--- src/afp_pkg.sv ---
// afp_pkg: shared types and constants for the advertisement frame parser.
// No dependencies; imported by every module under src.
`default_nettype none

package afp_pkg;

  localparam int unsigned QueueDepthDef = 4;

  localparam logic [3:0] HdrLen    = 4'd8;
  localparam logic [7:0] VerMask   = 8'hE0;
  localparam logic [7:0] SockMask  = 8'h1C;
  localparam int unsigned VerShift  = 5;
  localparam int unsigned SockShift = 2;

  typedef enum logic [1:0] {
    KIND_HEADER = 2'd0,
    KIND_DATA   = 2'd1,
    KIND_STATUS = 2'd2
  } kind_e;

  typedef enum logic [2:0] {
    ST_OK       = 3'd0,
    ST_SHORT    = 3'd1,
    ST_BADVER   = 3'd2,
    ST_BADSOCK  = 3'd3,
    ST_DSHORT   = 3'd4
  } status_e;

  typedef enum logic [1:0] {
    REG_VERSION_MIN  = 2'd0,
    REG_VERSION_MAX  = 2'd1,
    REG_SOCKET_MIN   = 2'd2,
    REG_SOCKET_MAX   = 2'd3
  } reg_idx_e;

  typedef struct packed {
    logic        last;
    logic [2:0]  status;
    logic [7:0]  data_byte;
    logic [31:0] stated_size;
    logic [23:0] service_hash;
    logic [2:0]  sock_ver;
    logic [2:0]  version;
    logic [1:0]  kind;
  } result_t;

  // Up to two results per accepted byte; slot 1 is only used with slot 0.
  typedef struct packed {
    logic    v0;
    logic    v1;
    result_t r0;
    result_t r1;
  } push_t;

endpackage

`default_nettype wire

--- src/adv_frame_parser.sv ---
// adv_frame_parser: top level of the advertisement frame parser.
// Depends on afp_pkg, afp_parser and afp_out_queue.
//
//  channel   dir  handshake               payload
//  s_axis    in   tvalid/tready           tdata = in_byte, tlast = frame_end
//  m_axis    out  tvalid/tready           tdata = header/data/status fields,
//                                         tuser = kind, tlast = last
//  cfg       in   cfg_we_i                cfg_idx_i selects register, cfg_data_i
//
// One input word per cycle; each word is parsed in the cycle it is accepted and
// its zero to two results land in a Depth-entry queue (default 4), from which
// m_axis offers them in order.
// Results leave at one per cycle while m_axis_tready is high; s_axis_tready
// drops only when the queue has fewer than two free entries: under output
// stall, or when two-result words come faster than the queue drains.
// Reset clears the header index, data count, header fields and the queue and
// loads version limits 1..2 for both version checks.
`default_nettype none

module adv_frame_parser
  import afp_pkg::*;
#(
  parameter int unsigned QueueDepth = QueueDepthDef
) (
  input  wire logic        clk_i,
  input  wire logic        rst_ni,
  input  wire logic        cfg_we_i,
  input  wire logic [1:0]  cfg_idx_i,
  input  wire logic [2:0]  cfg_data_i,
  input  wire logic        s_axis_tvalid,
  output logic             s_axis_tready,
  input  wire logic [7:0]  s_axis_tdata,   // [7:0] in_byte
  input  wire logic        s_axis_tlast,
  output logic             m_axis_tvalid,
  input  wire logic        m_axis_tready,
  // [2:0] version, [5:3] sock_ver, [29:6] service_hash,
  // [61:30] stated_size, [69:62] data_byte, [72:70] status, [79:73] zero
  output logic [79:0]      m_axis_tdata,
  output logic [1:0]       m_axis_tuser,   // [1:0] kind
  output logic             m_axis_tlast
);

  push_t   push;
  result_t res;
  logic    space2;
  logic    in_fire;

  assign s_axis_tready = space2;
  assign in_fire       = s_axis_tvalid && space2;

  afp_parser u_parser (
    .clk_i       (clk_i),
    .rst_ni      (rst_ni),
    .cfg_we_i    (cfg_we_i),
    .cfg_idx_i   (cfg_idx_i),
    .cfg_data_i  (cfg_data_i),
    .fire_i      (in_fire),
    .byte_i      (s_axis_tdata),
    .frame_end_i (s_axis_tlast),
    .push_o      (push)
  );

  afp_out_queue #(
    .Depth (QueueDepth)
  ) u_queue (
    .clk_i    (clk_i),
    .rst_ni   (rst_ni),
    .push_i   (push),
    .space2_o (space2),
    .valid_o  (m_axis_tvalid),
    .ready_i  (m_axis_tready),
    .data_o   (res)
  );

  assign m_axis_tdata = {7'd0, res.status, res.data_byte, res.stated_size,
                         res.service_hash, res.sock_ver, res.version};
  assign m_axis_tuser = res.kind;
  assign m_axis_tlast = res.last;

endmodule

`default_nettype wire

--- src/afp_parser.sv ---
// afp_parser: header/data state and per-byte result formation.
// Depends on afp_pkg; feeds the result queue in afp_out_queue.
`default_nettype none

module afp_parser
  import afp_pkg::*;
(
  input  wire logic       clk_i,
  input  wire logic       rst_ni,
  input  wire logic       cfg_we_i,
  input  wire logic [1:0] cfg_idx_i,
  input  wire logic [2:0] cfg_data_i,
  input  wire logic       fire_i,
  input  wire logic [7:0] byte_i,
  input  wire logic       frame_end_i,
  output push_t           push_o
);

  logic [2:0]  ver_min_q, ver_max_q, sock_min_q, sock_max_q;
  logic [3:0]  hi_q, hi_d, hi_n;
  logic [2:0]  ver_q, ver_d, sock_q, sock_d;
  logic [23:0] hash_q, hash_d;
  logic [31:0] size_q, size_d;
  logic [31:0] cnt_q, cnt_d, cnt_n;
  logic        hdr_phase, has_hdr, has_data;
  status_e     st;
  result_t     res_a, res_s;

  always_comb begin
    hdr_phase = (hi_q < HdrLen);
    ver_d     = ver_q;
    sock_d    = sock_q;
    hash_d    = hash_q;
    size_d    = size_q;
    hi_n      = hi_q;
    cnt_n     = cnt_q;
    has_hdr   = 1'b0;
    has_data  = 1'b0;
    if (hdr_phase) begin
      if (hi_q == 4'd0) begin
        ver_d  = 3'((byte_i & VerMask) >> VerShift);
        sock_d = 3'((byte_i & SockMask) >> SockShift);
      end else if (hi_q <= 4'd3) begin
        hash_d = {hash_q[15:0], byte_i};
      end else begin
        size_d = {size_q[23:0], byte_i};
      end
      hi_n    = hi_q + 4'd1;
      has_hdr = (hi_n == HdrLen);
    end else if (cnt_q < size_q) begin
      has_data = 1'b1;
      cnt_n    = cnt_q + 32'd1;
    end

    // Status from the post-byte state, in priority order.
    if (hi_n < HdrLen) begin
      st = ST_SHORT;
    end else if (ver_d < ver_min_q || ver_d > ver_max_q) begin
      st = ST_BADVER;
    end else if (sock_d < sock_min_q || sock_d > sock_max_q) begin
      st = ST_BADSOCK;
    end else if (cnt_n < size_d) begin
      st = ST_DSHORT;
    end else begin
      st = ST_OK;
    end

    hi_d  = frame_end_i ? 4'd0 : hi_n;
    cnt_d = frame_end_i ? 32'd0 : cnt_n;

    res_a = '0;
    if (has_hdr) begin
      res_a.kind         = KIND_HEADER;
      res_a.version      = ver_d;
      res_a.sock_ver     = sock_d;
      res_a.service_hash = hash_d;
      res_a.stated_size  = size_d;
    end else begin
      res_a.kind         = KIND_DATA;
      res_a.data_byte    = byte_i;
    end
    res_a.last = !frame_end_i;

    res_s        = '0;
    res_s.kind   = KIND_STATUS;
    res_s.status = st;
    res_s.last   = 1'b1;

    push_o = '0;
    if (fire_i) begin
      if (has_hdr || has_data) begin
        push_o.v0 = 1'b1;
        push_o.r0 = res_a;
        push_o.v1 = frame_end_i;
        push_o.r1 = res_s;
      end else begin
        push_o.v0 = frame_end_i;
        push_o.r0 = res_s;
      end
    end
  end

  always_ff @(posedge clk_i or negedge rst_ni) begin
    if (!rst_ni) begin
      ver_min_q  <= 3'd1;
      ver_max_q  <= 3'd2;
      sock_min_q <= 3'd1;
      sock_max_q <= 3'd2;
      hi_q       <= '0;
      ver_q      <= '0;
      sock_q     <= '0;
      hash_q     <= '0;
      size_q     <= '0;
      cnt_q      <= '0;
    end else begin
      if (cfg_we_i) begin
        case (reg_idx_e'(cfg_idx_i))
          REG_VERSION_MIN: ver_min_q  <= cfg_data_i;
          REG_VERSION_MAX: ver_max_q  <= cfg_data_i;
          REG_SOCKET_MIN:  sock_min_q <= cfg_data_i;
          REG_SOCKET_MAX:  sock_max_q <= cfg_data_i;
          default: ;
        endcase
      end
      if (fire_i) begin
        hi_q   <= hi_d;
        ver_q  <= ver_d;
        sock_q <= sock_d;
        hash_q <= hash_d;
        size_q <= size_d;
        cnt_q  <= cnt_d;
      end
    end
  end

  a_hi_range: assert property (@(posedge clk_i) disable iff (!rst_ni) hi_q <= HdrLen)
    else $error("header index out of range");
  a_cnt_le_size: assert property (@(posedge clk_i) disable iff (!rst_ni) cnt_q <= size_q)
    else $error("data count passed stated size");
  a_cnt_hdr_zero: assert property (@(posedge clk_i) disable iff (!rst_ni)
    (hi_q < HdrLen) |-> (cnt_q == 32'd0))
    else $error("data count nonzero during header");

endmodule

`default_nettype wire

--- src/afp_out_queue.sv ---
// afp_out_queue: small result queue, up to two writes and one read per cycle.
// Depends on afp_pkg; its free space sets the input ready.
`default_nettype none

module afp_out_queue
  import afp_pkg::*;
#(
  parameter int unsigned Depth = QueueDepthDef
) (
  input  wire logic clk_i,
  input  wire logic rst_ni,
  input  push_t     push_i,
  output logic      space2_o,
  output logic      valid_o,
  input  wire logic ready_i,
  output result_t   data_o
);

  localparam int unsigned PtrW = (Depth > 1) ? $clog2(Depth) : 1;
  localparam int unsigned CntW = $clog2(Depth + 1);
  localparam logic [PtrW-1:0] PtrLast = PtrW'(Depth - 1);
  localparam logic [CntW-1:0] CntFull = CntW'(Depth);
  localparam logic [CntW-1:0] CntHigh = CntW'(Depth - 2);

  result_t         mem_q [Depth];
  logic [PtrW-1:0] wr_q, wr_d, wr1, rd_q, rd_d;
  logic [CntW-1:0] cnt_q, cnt_d;
  logic            pop;

  function automatic logic [PtrW-1:0] ptr_inc(input logic [PtrW-1:0] p);
    return (p == PtrLast) ? '0 : p + PtrW'(1);
  endfunction

  always_comb begin
    pop      = valid_o && ready_i;
    wr1      = ptr_inc(wr_q);
    wr_d     = wr_q;
    if (push_i.v1) begin
      wr_d = ptr_inc(wr1);
    end else if (push_i.v0) begin
      wr_d = wr1;
    end
    rd_d     = pop ? ptr_inc(rd_q) : rd_q;
    cnt_d    = cnt_q + CntW'(push_i.v0) + CntW'(push_i.v1) - CntW'(pop);
    space2_o = (cnt_q <= CntHigh);
    valid_o  = (cnt_q != '0);
    data_o   = mem_q[rd_q];
  end

  always_ff @(posedge clk_i or negedge rst_ni) begin
    if (!rst_ni) begin
      wr_q  <= '0;
      rd_q  <= '0;
      cnt_q <= '0;
    end else begin
      wr_q  <= wr_d;
      rd_q  <= rd_d;
      cnt_q <= cnt_d;
    end
  end

  always_ff @(posedge clk_i) begin
    if (push_i.v0) begin
      mem_q[wr_q] <= push_i.r0;
    end
    if (push_i.v1) begin
      mem_q[wr1] <= push_i.r1;
    end
  end

  a_cnt_max: assert property (@(posedge clk_i) disable iff (!rst_ni) cnt_q <= CntFull)
    else $error("queue overfilled");
  a_slot_order: assert property (@(posedge clk_i) disable iff (!rst_ni)
    push_i.v1 |-> push_i.v0)
    else $error("second slot written without first");
  a_pop_only: assert property (@(posedge clk_i) disable iff (!rst_ni)
    (pop && !push_i.v0) |=> (cnt_q == $past(cnt_q) - CntW'(1)))
    else $error("queue count lost track on pop");
  a_push_room: assert property (@(posedge clk_i) disable iff (!rst_ni)
    push_i.v0 |-> $past(1'b1) && (cnt_q <= CntHigh))
    else $error("push without room for two words");

endmodule

`default_nettype wire

--- config.mk ---
export PLATFORM = sky130hd
export DESIGN_NAME = adv_frame_parser
export DESIGN_NICKNAME = d
export VERILOG_FILES = /design/src/afp_pkg.sv /design/src/adv_frame_parser.sv /design/src/afp_parser.sv /design/src/afp_out_queue.sv
export SDC_FILE = /design/constraint.sdc
export NUM_CORES = 1
export LEC_CHECK = 0
export BUFFER_PORTS_ARGS = -buffer_cell sky130_fd_sc_hd__buf_4
export CORE_UTILIZATION = 59
export CTS_BUF_LIST = sky130_fd_sc_hd__clkbuf_2
export DETAILED_ROUTE_END_ITERATION = 12
export GPL_TIMING_DRIVEN = 0
export PLACE_DENSITY_LB_ADDON = 0.15
export SETUP_SLACK_MARGIN = 0.3
export SLEW_MARGIN = 20
export SYNTH_ARGS = -nofsm -noshare
export SYNTH_HDL_FRONTEND = slang
export SYNTH_SLANG_ARGS = --single-unit
--- constraint.sdc ---
create_clock -name clk_i -period 5.1 [get_ports clk_i]
set_clock_uncertainty 0.1 [all_clocks]
set_input_delay 0.765 -clock clk_i [delete_from_list [all_inputs] [get_ports clk_i]]
set_output_delay 0.765 -clock clk_i [all_outputs]
set_load 0.05 [all_outputs]
==> metrics.md <==
| Metric | Value |
|---|---|
| Class of the most critical setup path | `register to register` |
| Die area | `37000 sq um` |
| Post-Route Hold Slack | `0.0771 ns` |
| Sinks on Clock Net | `421` |
| Total routed wirelength | `60600 um` |
| Dominant combinational cell family by area after synthesis | `multiplexers` |
| Sw frac | `39.4%` |
| Pint | `5.71 mW` |
| CTS tree | `built` |
| Number of setup violations in the final report | `0` |
| Number of enable-type register cells in the synthesized netlist | `20` |
| Max Used Layer | `met4` |
| PnR worst setup slack | `0.209 ns` |
| Total met3 wirelength after detailed routing | `5270 um` |
| Areal power density over the cells | `385 nW/um^2` |
| Overall power of the completed layout | `9.42 mW` |
| Post-Synthesis Cell Area | `21400 sq um` |
| XOR/XNOR Fraction of Synth Area | `1.31%` |
| Layout cell share with drive strength beyond 1 | `22.4%` |
| GRT Overall Usage | `32.8%` |
| Sort of element at the start of the critical path | `register` |
| Cts bufs inserted | `104` |
| Largest net degree at the start of global routing | `76` |
| Maximum fanout along the worst path | `5` |
| Adder and majority gate portion of the synthesized area | `5.28%` |
| Relative slew margins | `35.4%` |
| Share of synthesized area spent on multiplexers | `24.6%` |
| Input/output buffers | `96` |
| Deepest clock path buffer count | `3` |
| Post-synthesis sequential area ratio | `43.1%` |
| Area fraction in compound gates after synthesis | `6.11%` |
| Number of iterations in the first detailed-routing pass | `5` |
| Metal2 WL | `28000 um` |
| Clk slew on worst S/H paths | `0.13 ns` |
| Average size of a mapped cell | `10.0 sq um` |
| Maximum frequency from static timing analysis | `0.204 GHz` |
| Share of the clock period used by the worst path after layout | `95.9%` |
| Routability cong. | `0.951` |
| Gate count of the mapped netlist | `2131` |
| H-tree Lvls | `3` |
| FF+latch count, synth | `421` |
| Clk Latency, worst-skew pair | `1.07 ns` |
| Post-layout min period | `4.89 ns` |
| 1st-iter DRT viols | `1565` |
| Leakage power | `10.1 nW` |
| Number of core rows | `69` |
| Worst slew pin tran | `0.962 ns` |
| Remaining antenna violation count | `0` |
| Unrepaired setup endpoints after global routing | `yes` |
| Initial core utilization | `60.1%` |
| First-pass GRT wire length | `93000 um` |
| Data required time at the worst endpoint | `5.77 ns` |
| Post-synthesis async set-or-reset flop share | `27.8%` |
| Library cells used by synthesis | `72` |
| Initial antenna violation count | `1` |
| Class of the worst hold path | `input port to async pin` |
| Root Driver | `clkbuf_2` |
| Post-synth top flop | `dfxtp_1` |
| Most frequent cells in the layout | `nor2_1, mux2i_1, dfxtp_1` |
| WP data arrival | `5.57 ns` |
| Die Wd | `192 um` |
| Highest ir drop seen on vdd | `0.348 mV` |
| Switch Pwr | `3.71 mW` |
| Total DRC errors in the routed layout | `0` |
| Post-place setup slack | `-0.399 ns` |
| Master of the slowest instance on the critical path | `or4_4` |
| Leading cell type in the layout, fill and taps excluded | `nor2_1` |
| Half-perimeter wire length after placement | `42200 um` |
| Detail-routed net length per standard cell | `20.6 um` |
| Proportion of power drawn by flip-flops and latches | `40.7%` |
| Critical Path Max Stage Delay | `0.58 ns` |
| Layout area overhead | `14.5%` |
| Placeable core region | `35600 sq um` |
| Outcome | `completed` |
| Area share of and/or/nand/nor cells after synthesis | `15.3%` |
| Max Cap Violations | `0` |
| Crit path cell chain | `ha_1, a21oi_1, o21ai_0, a22oi_2, a21oi_4, or4_4, or2_4, xnor2_2, ha_1, nand4_1, nor4_4, nand4_1, a2111o_1, a211oi_4, nor4_2` |
| Fraction of power consumed by the clock network | `24.2%` |
| Setup crit end kind | `register` |
| Synth warn | `0` |
| Routed via count divided by cell count | `5.94` |
| Final net count | `2500` |
| Final Hold Fails | `0` |
| Final Max Slew Viols | `0` |
| Detailed-routing wirelength on met1 | `25500 um` |
| Number of primary I/O pins | `104` |
| Floorplan die height | `192 um` |
| Congestion Overflow GR | `0` |
| Comb pwr share | `35.1%` |
| Total via count in the routed design | `17453` |
| Vias in the first global route | `17156` |
## through the flow
step           setup TNS [ns]  cells  utilization (%)  instance area [sq um]
6_report                    0   2937             68.8                  24500
3_5_place_dp            -1.53   2695             63.9                  22700
4_1_cts                     0   2912             67.7                  24100
3_3_place_gp            -1.04   2694             63.8                  22700
2_1_floorplan               0   2137                -                  21400
5_1_grt                     0   2936             68.8                  24500
## state kept, by name (all words and copies together) (netlist names)
name and flops:
u_parser.ver_max_q 3, u_parser.hi_q 4, u_parser.ver_q 3, u_parser.hash_q 24
u_parser.sock_min_q 3, u_queue.wr_q 2, u_queue.mem_q 304, u_parser.size_q 32
u_parser.sock_q 3, u_parser.sock_max_q 3, u_parser.cnt_q 32, u_parser.ver_min_q 3
u_queue.cnt_q 3, u_queue.rd_q 2
## cell families after synthesis
| family | after synthesis |
|---|---|
| multiplexers | 425 |
| adder cells (fa/ha/maj) | 89 |
| XOR/XNOR | 32 |
| buffers and inverters | 220 |
| other | 1 |
| AO/OA/AOI/OAI | 218 |
| flip-flops | 421 |
| AND/OR/NAND/NOR | 725 |
## cells in the mapped netlist (all sizes together) (27+ instances only)
library cell	instances	area, sq um
nand2	156	586
ha	87	1090
nor2	396	1490
mux2i	311	3110
inv	66	248
buf	69	358
o21ai	73	365
dfrtp	113	2830
clkbuf	85	319
a21oi	84	420
nor3	39	216
dfxtp	284	5690
nand3	27	140
mux4	76	1710
mux2	38	428
## worst max-delay path, delay by kind of cell, from the launching register on
family | cells | cell delay, ns
compound gates | 6 | 1.55
xor+xnor | 1 | 0.15
fa+ha+maj | 2 | 0.63
flops | 1 | 0.46
simple gates | 6 | 1.70
## power groups by stage
stage | sequential, mW | combinational, mW | clock, mW
2_1_floorplan | 3.81 | 2.26 | 0
3_3_place_gp | 3.88 | 3.00 | 0
3_5_place_dp | 3.89 | 3.09 | 0
4_1_cts | 3.82 | 3.16 | 2.32
5_1_grt | 3.87 | 3.58 | 2.50
6_report | 3.84 | 3.30 | 2.28
## area by class of cell
cell class,instances,area (sq um)
Sequential cell,421,9240
Clock inverter,27,136
Clock buffer,160,801
Tap cell,461,577
Inverter,66,248
Timing Repair Buffer,149,1190
Antenna cell,3,7.51
Multi-Input combinational cell,1496,11600
Fill cell,2850,11100
Buffer,154,692
## path summary, 6_finish.rpt
check,start,endpoint,slack (ns),cells after the start
setup / recovery,u_parser.cnt_q[11],u_queue.mem_q[3][74],0.21,15
max in group asynchronous,rst_ni,u_parser.sock_max_q[1],4.00,3
hold reg to reg,u_parser.size_q[26],u_parser.size_q[26],0.39,2
hold / removal,rst_ni,u_queue.wr_q[0],0.08,2
min in group clk_i,cfg_we_i,u_parser.sock_max_q[1],0.08,3
setup reg to reg,u_parser.cnt_q[11],u_queue.mem_q[3][74],0.21,15
## layer usage
metal / up-vias / global-route usage [%]
met2: 767 / 52.0
met1: 8525 / 43.7
met3: 150 / 7.62
met4: 0 / 12.5
li1: 8011 / -
met5: - / 0
## what timing repair did
action	in CTS	in global routing
hold buffers	21	0
pin swaps	11	17
hold endpoints to repair	135	0
resized for setup	25	43
setup buffers	9	22
endpoints found under the setup margin	22	23
(Power assumes the default switching activity.)
